<file path="config.mk">
export PLATFORM = sky130hd
export DESIGN_NAME = tshm_ctrl
export DESIGN_NICKNAME = d
export VERILOG_FILES = /design/src/sv/tshm_pkg.sv /design/src/sv/tshm_ctrl.sv
export SDC_FILE = /design/constraint.sdc
export NUM_CORES = 1
export LEC_CHECK = 0
export CORE_MARGIN = 10
export CORE_UTILIZATION = 45
export CTS_CLUSTER_DIAMETER = 120
export DETAILED_ROUTE_END_ITERATION = 16
export DONT_BUFFER_PORTS = 1
export PLACE_DENSITY = 0.63
export SYNTH_ARGS = -nofsm -noshare
export SYNTH_HDL_FRONTEND = slang
export SYNTH_SLANG_ARGS = --single-unit
</file>
<file path="constraint.sdc">
create_clock -name clk -period 1.5 [get_ports clk]
set_input_delay 0.225 -clock clk [delete_from_list [all_inputs] [get_ports clk]]
set_output_delay 0.225 -clock clk [all_outputs]
set_load 0.1 [all_outputs]
</file>
<file path="src/sv/tshm_pkg.sv">
// Shared types and constants for the tabu solution hash memory.
`default_nettype none

package tshm_pkg;

	localparam int INDEX_W    = 10;
	localparam int INDEX_SPAN = 1 << INDEX_W;
	localparam int HASH_COUNT = 3;
	localparam int HASH_OUT_W = 16;

	typedef enum logic [2:0] {
		CMD_CLEAR       = 3'd0,
		CMD_RESTART     = 3'd1,
		CMD_SET         = 3'd2,
		CMD_CHECK_FLIP  = 3'd3,
		CMD_CHECK_SWAP  = 3'd4,
		CMD_COMMIT_FLIP = 3'd5,
		CMD_COMMIT_SWAP = 3'd6
	} command_t;

	typedef enum logic [3:0] {
		S_IDLE,
		S_CLR_VIS,
		S_CLR_SOL,
		S_RD_A,
		S_CAP_A,
		S_CAP_B,
		S_PRED1,
		S_PRED2,
		S_VRD,
		S_VCHK,
		S_STORE,
		S_STORE_B,
		S_DONE
	} state_t;

	// Controller to datapath commands
	typedef struct packed {
		logic load_req;
		logic sweep_clr;
		logic sweep_inc;
		logic rd_sel_b;
		logic cap_a;
		logic cap_b;
		logic pred_en;
		logic pred_src_pred;
		logic pred_sub;
		logic pred_wsel_b;
		logic tabu_en;
		logic status_set;
		logic hash_store;
		logic hash_clr;
		logic sol_we;
		logic sol_sweep;
		logic sol_sel_b;
		logic sol_wdata;
		logic vis_we;
		logic vis_sweep;
	} dp_cmd_t;

	// Datapath to controller status
	typedef struct packed {
		command_t command;
		logic     a_ok;
		logic     b_ok;
		logic     bit_a;
		logic     bit_b;
		logic     bit_value;
		logic     vis_last;
		logic     sol_last;
	} dp_stat_t;

endpackage

`default_nettype wire

</file>
<file path="src/sv/tshm_ctrl.sv">
// Controller state machine sequencing each request through the datapath.
`default_nettype none

module tshm_ctrl (
	input  wire logic               clk,
	input  wire logic               arst_n,
	input  wire logic               start,
	input  wire tshm_pkg::dp_stat_t stat,
	output tshm_pkg::dp_cmd_t       cmd,
	output logic                    busy,
	output logic                    done
);

	import tshm_pkg::*;

	state_t state_q;
	state_t state_d;
	logic   init_q;
	logic   accept;

	assign accept = start && (state_q == S_IDLE);

	// Hold state; start with the clearing pass after reset
	always_ff @(posedge clk or negedge arst_n) begin
		if (!arst_n) begin
			state_q <= S_CLR_VIS;
			init_q  <= 1'b1;
		end else begin
			state_q <= state_d;
			if (state_q == S_CLR_SOL && stat.sol_last) begin
				init_q <= 1'b0;
			end
		end
	end

	// Next state
	always_comb begin
		state_d = state_q;
		case (state_q)
			S_IDLE: begin
				if (accept) begin
					state_d = S_RD_A;
				end
			end
			S_CLR_VIS: begin
				if (stat.vis_last) begin
					state_d = init_q ? S_CLR_SOL : S_DONE;
				end
			end
			S_CLR_SOL: begin
				if (stat.sol_last) begin
					state_d = init_q ? S_IDLE : S_DONE;
				end
			end
			S_RD_A: begin
				case (stat.command)
					CMD_CLEAR:       state_d = S_CLR_VIS;
					CMD_RESTART:     state_d = S_CLR_SOL;
					CMD_SET,
					CMD_CHECK_FLIP,
					CMD_COMMIT_FLIP: state_d = stat.a_ok ? S_CAP_A : S_DONE;
					CMD_CHECK_SWAP,
					CMD_COMMIT_SWAP: state_d = (stat.a_ok && stat.b_ok) ? S_CAP_A : S_DONE;
					default:         state_d = S_DONE;
				endcase
			end
			S_CAP_A: begin
				if (stat.command inside {CMD_CHECK_SWAP, CMD_COMMIT_SWAP}) begin
					state_d = S_CAP_B;
				end else begin
					state_d = S_PRED1;
				end
			end
			S_CAP_B: begin
				state_d = S_PRED1;
			end
			S_PRED1: begin
				case (stat.command)
					CMD_SET:         state_d = (stat.bit_a != stat.bit_value) ? S_STORE : S_DONE;
					CMD_CHECK_FLIP:  state_d = S_VRD;
					CMD_COMMIT_FLIP: state_d = S_STORE;
					CMD_CHECK_SWAP,
					CMD_COMMIT_SWAP: state_d = (stat.bit_a == stat.bit_b) ? S_DONE : S_PRED2;
					default:         state_d = S_DONE;
				endcase
			end
			S_PRED2: begin
				state_d = (stat.command == CMD_CHECK_SWAP) ? S_VRD : S_STORE;
			end
			S_VRD: begin
				state_d = S_VCHK;
			end
			S_VCHK: begin
				state_d = S_DONE;
			end
			S_STORE: begin
				state_d = (stat.command == CMD_COMMIT_SWAP) ? S_STORE_B : S_DONE;
			end
			S_STORE_B: begin
				state_d = S_DONE;
			end
			S_DONE: begin
				state_d = S_IDLE;
			end
			default: begin
				state_d = S_IDLE;
			end
		endcase
	end

	// Outputs
	always_comb begin
		cmd  = '0;
		busy = (state_q != S_IDLE);
		done = 1'b0;
		case (state_q)
			S_IDLE: begin
				cmd.sweep_clr = 1'b1;
				cmd.load_req  = accept;
			end
			S_CLR_VIS: begin
				cmd.vis_we    = 1'b1;
				cmd.vis_sweep = 1'b1;
				cmd.sweep_inc = 1'b1;
				cmd.sweep_clr = stat.vis_last;
			end
			S_CLR_SOL: begin
				cmd.sol_we    = 1'b1;
				cmd.sol_sweep = 1'b1;
				cmd.sol_wdata = 1'b0;
				cmd.sweep_inc = 1'b1;
				cmd.sweep_clr = stat.sol_last;
				cmd.hash_clr  = stat.sol_last;
			end
			S_RD_A: begin
				cmd.rd_sel_b = 1'b0;
			end
			S_CAP_A: begin
				cmd.cap_a    = 1'b1;
				cmd.rd_sel_b = 1'b1;
			end
			S_CAP_B: begin
				cmd.cap_b = 1'b1;
			end
			S_PRED1: begin
				// Single-weight flip, drop the falling partner of a swap, or reject a swap of equal bits
				case (stat.command)
					CMD_SET: begin
						cmd.pred_en  = (stat.bit_a != stat.bit_value);
						cmd.pred_sub = !stat.bit_value;
					end
					CMD_CHECK_FLIP,
					CMD_COMMIT_FLIP: begin
						cmd.pred_en  = 1'b1;
						cmd.pred_sub = stat.bit_a;
					end
					CMD_CHECK_SWAP,
					CMD_COMMIT_SWAP: begin
						if (stat.bit_a == stat.bit_b) begin
							cmd.status_set = 1'b1;
						end else begin
							cmd.pred_en     = 1'b1;
							cmd.pred_sub    = 1'b1;
							cmd.pred_wsel_b = !stat.bit_a;
						end
					end
					default: begin
						cmd.pred_en = 1'b0;
					end
				endcase
			end
			S_PRED2: begin
				// Add the rising partner of a swap
				cmd.pred_en       = 1'b1;
				cmd.pred_src_pred = 1'b1;
				cmd.pred_sub      = 1'b0;
				cmd.pred_wsel_b   = stat.bit_a;
			end
			S_VCHK: begin
				cmd.tabu_en = 1'b1;
			end
			S_STORE: begin
				cmd.hash_store = 1'b1;
				cmd.sol_we     = 1'b1;
				cmd.sol_sel_b  = 1'b0;
				cmd.sol_wdata  = (stat.command == CMD_SET) ? stat.bit_value : !stat.bit_a;
				cmd.vis_we     = (stat.command inside {CMD_COMMIT_FLIP, CMD_COMMIT_SWAP});
			end
			S_STORE_B: begin
				cmd.sol_we    = 1'b1;
				cmd.sol_sel_b = 1'b1;
				cmd.sol_wdata = !stat.bit_b;
			end
			S_DONE: begin
				done = 1'b1;
			end
			default: begin
				done = 1'b0;
			end
		endcase
	end

endmodule

`default_nettype wire

</file>
==> results.toml, run 1 <==
[status]
outcome = "did not finish"
lastStage = "4_1_cts"
error_line = "[ERROR DPL-0038] Utilization greater than 100%, impossible to legalize"

[cts]
clock-sinks = 5
cts_buffer_depth = 2
cts_buffers = 3
holdBufCountCts = 1
root_buffer = "clkbuf_4"
htree_levels = 1
post_cts_buffers = 12
post_cts_resized = 34

[synth]
yosys-top-cells-area = "dfrtp_1 9.1%, dfstp_2 6.3%, nor2_1 6.3%, a21oi_1 5.4%, nand2_1 5.0%"
synth_fp_nets = 134
yosysTopAreaCellShare_pct = 9.06
synth_cell_types = 45
synthArstFlopShare_pct = 100
synth_flop_cell = "dfrtp_1"
yosysTopAreaCell = "dfrtp_1"
ys_seq_elements = 5
synth_edf_count = 0
yosysMostFrequentCell = "nor2_1"
syn-cell-area_sq_um = 828
synthCells = 120
synth_common_cells = "14 x nor2_1, 11 x nand2_1, 9 x a21oi_1, 9 x inv_1, 8 x o21ai_0"
syn_area_per_cell_sq_um = 6.90
ys_warn_count = 0
yosysSeqAreaShare_pct = 15.4

[floorplan]
start_util_pct = 47.5
rows = 15
die_x_microns = 62.9
io-pin-count = 35
die_y_microns = 62.9

[placement]
numPortBuffers = 0
dp_hpwl_microns = 2970
place_area_sq_um = 1580
gp_congestion = 0.934
[kinds of logic after synthesis]
kind of cell,after synthesis,share of synthesized area [%]
fa+ha+maj,1,1.51
simple gates,55,36.3
compound gates,39,31.0
flops,5,15.4
xor+xnor,1,1.06
buf+inv,19,14.8
[stage by stage]
stage / hold slack [ps] / std cells / utilization (%) / setup slack [ps]
2_1_floorplan: -70.6 / 120 / - / -546
3_3_place_gp: -70.5 / 176 / 90.8 / -54.7
3_5_place_dp: -70.5 / 176 / 90.8 / -87.8
==> run 2, diff against run 1 <==
==> config.mk (replaced) <==
export PLATFORM = sky130hd
export DESIGN_NAME = tshm_ctrl
export DESIGN_NICKNAME = d
export VERILOG_FILES = /design/src/sv/tshm_pkg.sv /design/src/sv/tshm_ctrl.sv
export SDC_FILE = /design/constraint.sdc
export NUM_CORES = 1
export LEC_CHECK = 0
export CORE_AREA = 10 10 71 73
export DETAILED_ROUTE_END_ITERATION = 16
export DIE_AREA = 0 0 81 83
export DONT_BUFFER_PORTS = 1
export PLACE_DENSITY_LB_ADDON = 0.15
export SYNTH_ARGS = -nofsm -noshare
export SYNTH_HDL_FRONTEND = slang
export SYNTH_SLANG_ARGS = --single-unit
==> run 2 against run 1 <==
  * Synthesized area did not move
  * Synthesized cell count unchanged
  * The flow now finishes, with violations (setup timing)
==> results.toml, run 2 <==
[status]
outcome = "finished, violations left"
violations = "setup timing"

[timing]
max_freq_ghz = 0.573
final.setup.worst_slack_ps = -246
tns_ps = -4010
setup_viol = 25
post-route-min-period_ps = 1750
timing.hold.ws_ps = 66.4
skew_ps = 1.59
hold_violations = 0
post-route-period-util_pct = 116
rsz0062_at_grt = "true"
slew_violations = 0
slew_headroom_pct = 75.0
worst_slew_pin_slew_ps = 370

[route]
routed_wl_microns = 3750
dr_wl_met2_microns = 1990
antenna_left = 0
vias = 1159
wl_met1_microns = 1490
dr.pass1.iters = 4
wl_met3_microns = 228
routed_via_density = 4.95
drc = 0
wire_per_inst_microns = 16.0
drtIter0Drc = 35
highest_layer = "met4"

[placement]
numPortBuffers = 0
dp_slack_ps = -54.0
gp_congestion = 0.850
dp.cells = 208
dp_hpwl_microns = 2860

[pwr]
seqPwrFrac_pct = 6.5
switching_share_pct = 53.3
p_int_mw = 2.35
peakVddDrop_v = 0.00183
p_clk_share_pct = 5.2
comb_power_share_pct = 88.4
p_sw_mw = 2.68
p_per_area_nw_per_um2 = 2460
leakagePower_nw = 0.819

[synth]
ys_warn_count = 0
synth_common_cells = "14 x nor2_1, 11 x nand2_1, 9 x a21oi_1, 9 x inv_1, 8 x o21ai_0"
synthArstFlopShare_pct = 100
syn_area_per_cell_sq_um = 6.90
yosysMostFrequentCell = "nor2_1"
yosysTopAreaCell = "dfrtp_1"
synth_edf_count = 0
syn-cell-area_sq_um = 828
synth_fp_nets = 134
yosysTopAreaCellShare_pct = 9.06
yosysSeqAreaShare_pct = 15.4
synth_flop_cell = "dfrtp_1"
synthCells = 120
synth_cell_types = 45
yosys-top-cells-area = "dfrtp_1 9.1%, dfstp_2 6.3%, nor2_1 6.3%, a21oi_1 5.4%, nand2_1 5.0%"
ys_seq_elements = 5

[global_route]
antenna_found_initial = 0
grt_start_max_net_pins = 12
grt_pass1_vias = 1199
gr-total-overflow = 0
grt_pass1_wl_microns = 6110
grt.total_usage_pct = 11.1

[finish]
antenna_cells = 0
largest_reg_flops = 4
fin_nets = 201
regMostFlops = "state_q"
final_common_cell = "buf_4"
final_cell_mix = "30 x buf_4, 20 x buf_12, 19 x buf_6, 10 x nor2_4, 8 x nand2_1"
syn2layout_area_growth_pct = 147
drive_gt1_share_pct = 64.5
largestRegisters = "state_q (4), init_q (1)"
fin_cells = 234

[cts]
cts_buffer_depth = 2
root_buffer = "clkbuf_8"
cts_buffers = 3
clk_pin_slew_ps = 40
worstSkewPairLatency_ps = 230
htree_levels = 1
clock-sinks = 5
cts_tree = "yes"

[floorplan]
rows = 22
start_util_pct = 22.8
core_area_sq_um = 3630
die_y_microns = 83
io-pin-count = 35
die_x_microns = 81
die-area_sq_um = 6720

[setup_path]
crit_arrival_ps = 1520
path_max_fanout = 6
reg2reg_from = "state_q[0]"
cp-end-kind = "output port"
worstSetupPathType = "flop to output port"
crit_start = "state_q[0]"
cp_slowest_cell = "dfstp_2"
start_kind = "flop"
required_ps = 1270
slowest_delay_ps = 580
path_cells = "nand2b_4 > nor2_4 > a32o_4 > buf_12"

[min_path]
min_from = "stat[1]"
hp-class = "input pin to flop"

[run]
cap_violations = 0
-- run 2: cell counts after synthesis --
Identical to the previous run, type by type.
-- run 2: final timing paths --
path | to | depth (start not counted) | slack (ps)
max reg2reg | state_q[2] | 7 | -70
min in group asynchronous | state_q[1] | 1 | 300
min reg2reg | init_q | 3 | 640
max in group asynchronous | init_q | 1 | 940
min | state_q[0] | 1 | 70
max | cmd[10] | 4 | -250
-- run 2: layer usage --
metal / global-route usage, % / vias to the layer above
met3: 2.59 / 5
met4: 4.23 / 0
met2: 18.8 / 52
met1: 12.8 / 544
met5: 0 / -
li1: - / 558
-- run 2: stage by stage --
step	utilization (%)	power [mW]	area, sq um
2_1_floorplan	-	2.79	1090
3_3_place_gp	45.9	4.07	1670
3_5_place_dp	45.9	4.07	1670
4_1_cts	51.8	4.70	1880
5_1_grt	56.3	5.27	2040
6_report	56.3	5.04	2040
-- run 2: worst max-delay path, delay by kind of cell, from the launching register on --
kind / cells / cell delay [ps]
buffers and inverters: 1 / 160
AO/OA/AOI/OAI: 1 / 280
AND/OR/NAND/NOR: 2 / 260
flip-flops: 1 / 580
-- run 2: power groups by stage --
| stage | logic [mW] | registers (mW) | clock network, mW |
|---|---|---|---|
| after global routing | 4.66 | 0.335 | 0.274 |
| after detailed placement | 3.76 | 0.309 | 0 |
| after CTS | 4.12 | 0.312 | 0.261 |
| after global placement | 3.76 | 0.305 | 0 |
| after floorplan | 2.51 | 0.279 | 0 |
| final | 4.45 | 0.326 | 0.261 |
-- run 2: area by class of cell --
type	count	area (sq um)
Sequential cell	5	130
Inverter	9	43.8
Fill cell	323	1590
Multi-Input combinational cell	96	873
Tap cell	48	60.1
Clock buffer	4	45.0
Timing Repair Buffer	72	892
-- run 2: cell families (layout without fill, tap and decap cells) --
kind of cell | after synthesis | in the layout | synth area share, %
AOI/OAI and AO/OA | 39 | 39 | 31.0
and+or+nand+nor | 55 | 55 | 36.3
adders and majority gates | 1 | 1 | 1.51
DFF | 5 | 5 | 15.4
xor gates and xnor gates | 1 | 1 | 1.06
buffers and inverters | 19 | 85 | 14.8
-- run 2: repair_timing --
action                                  CTS  global route
pin swaps                                 5            15
hold endpoints to repair                  5             0
hold buffers                              1             0
setup buffers                             9            12
endpoints found under the setup margin   25            25
resized for setup                        24            19
(Power assumes the default switching activity.)
==> run 3, diff against run 2 <==
--- a/config.mk
+++ b/config.mk
@@ -6,6 +6,7 @@
 export NUM_CORES = 1
 export LEC_CHECK = 0
 export CORE_AREA = 10 10 71 73
+export CTS_BUF_LIST = sky130_fd_sc_hd__clkbuf_16
 export DETAILED_ROUTE_END_ITERATION = 16
 export DIE_AREA = 0 0 81 83
 export DONT_BUFFER_PORTS = 1
==> run 3 against run 2 <==
  * Sequential share of layout area did not move
  * Critical path type unchanged
  * Global-route usage rose by 0.085 points
  * Highest routed layer unchanged
  * First-iteration DRC count rose by 43%
  * Core utilization did not move
  * Sequential cell count did not move
  * Power rose by 1.9%
  * Die area did not move
  * Register-to-register slack improved by 40 ps
  * Clock power rose by 67%
  * Non-clock buffer count fell by 4
  * Design area did not move
  * The run still ends with setup timing left
  * Worst hold slack barely moved
==> results.toml, run 3 (synthesis gave the netlist of run 2 again) <==
[setup_path]
cp_slowest_cell = "dfstp_2"
cp-end-kind = "output port"
slowest_delay_ps = 580
crit_buf_inv = 1
crit_arrival_ps = 1520
required_ps = 1270
start_kind = "flop"
path_max_fanout = 6
path_cells = "nand2b_4 > nor2_4 > a32o_4 > buf_12"
worstSetupPathType = "flop to output port"
cp_top_family = "flip-flops"

[floorplan]
io-pin-count = 35
start_util_pct = 22.8
die-area_sq_um = 6720
die_x_microns = 81
core_area_sq_um = 3630
rows = 22
die_y_microns = 83

[finish]
syn2layout_area_growth_pct = 147
regMostFlops = "state_q"
fin_cells = 230
fin_nets = 197
largestRegisters = "state_q (4), init_q (1)"
final_util_pct = 56.3
fin_area_sq_um = 2040
final_cell_mix = "30 x buf_4, 21 x buf_12, 14 x buf_6, 10 x nor2_4, 9 x nand2_1"
largest_reg_flops = 4
final_common_cell = "buf_4"
drive_gt1_share_pct = 63.7
antenna_cells = 0

[timing]
post-route-min-period_ps = 1750
worst_slew_pin_slew_ps = 370
final.setup.worst_slack_ps = -250
hold_violations = 0
skew_ps = 2.49
setup_viol = 25
tns_ps = -3890
post-route-period-util_pct = 117
max_freq_ghz = 0.572
slew_violations = 0
timing.hold.ws_ps = 66.2
rsz0062_at_grt = "true"
slew_headroom_pct = 75.0

[cts]
worstSkewPairLatency_ps = 230
cts_buffer_depth = 2
clk_pin_slew_ps = 30
root_buffer = "clkbuf_16"
cts_buffers = 3
cts_tree = "yes"
htree_levels = 1
clock-sinks = 5

[route]
routed_via_density = 4.98
drtIter0Drc = 50
routed_wl_microns = 3790
vias = 1146
drc = 0
antenna_left = 0
dr.pass1.iters = 4
wire_per_inst_microns = 16.5

[placement]
gp_congestion = 0.850
numPortBuffers = 0
dp.cells = 208
dp_slack_ps = -54.0
place_area_sq_um = 1670
dp_hpwl_microns = 2860

[run]
cap_violations = 0

[global_route]
grt_pass1_vias = 1217
grt_start_max_net_pins = 12
antenna_found_initial = 0
gr-total-overflow = 0
grt.total_usage_pct = 11.2
grt_pass1_wl_microns = 6170

[pwr]
p_per_area_nw_per_um2 = 2510
p_total_mw = 5.13
peakVddDrop_v = 0.00194
leakagePower_nw = 0.810

[status]
violations = "setup timing"
outcome = "finished, violations left"

[min_path]
hp-class = "input pin to flop"
## run 3: final timing paths
kind	endpoint	slack, ps	depth (start not counted)	startpoint
setup reg to reg	state_q[1]	-30	6	state_q[0]
hold / removal	state_q[0]	70	1	stat[1]
hold reg to reg	init_q	640	3	init_q
max in group asynchronous	init_q	940	1	arst_n
setup / recovery	cmd[10]	-250	4	state_q[0]
min in group asynchronous	state_q[1]	300	1	arst_n
## run 3: cell type report
type | count | area, sq um
clock buffer | 3 | 75.1
clock inverter | 1 | 3.75
fill | 331 | 1590
inverter | 9 | 43.8
multi-input combinational | 96 | 876
sequential | 5 | 130
tap | 48 | 60.1
timing repair buffer | 68 | 856
## run 3: metal layers
metal	vias up	routed length, microns	global-route usage [%]
met2	46	2010	18.9
met4	0	38	4.07
met1	544	1530	13.3
met5	-	0	0
li1	552	-	-
met3	4	208	2.16
## run 3: repair_timing
item                       4_1_cts  5_1_grt
resized for setup               24       12
setup buffers                    9        8
pin swaps                        5       11
setup endpoints to repair       25       25
hold endpoints to repair         5        0
hold buffers                     1        0
## run 3: where the power goes
| group | internal [mW] | switching, mW |
|---|---|---|
| logic | 1.89 | 2.48 |
| registers | 0.220 | 0.104 |
| clock network | 0.346 | 0.0911 |
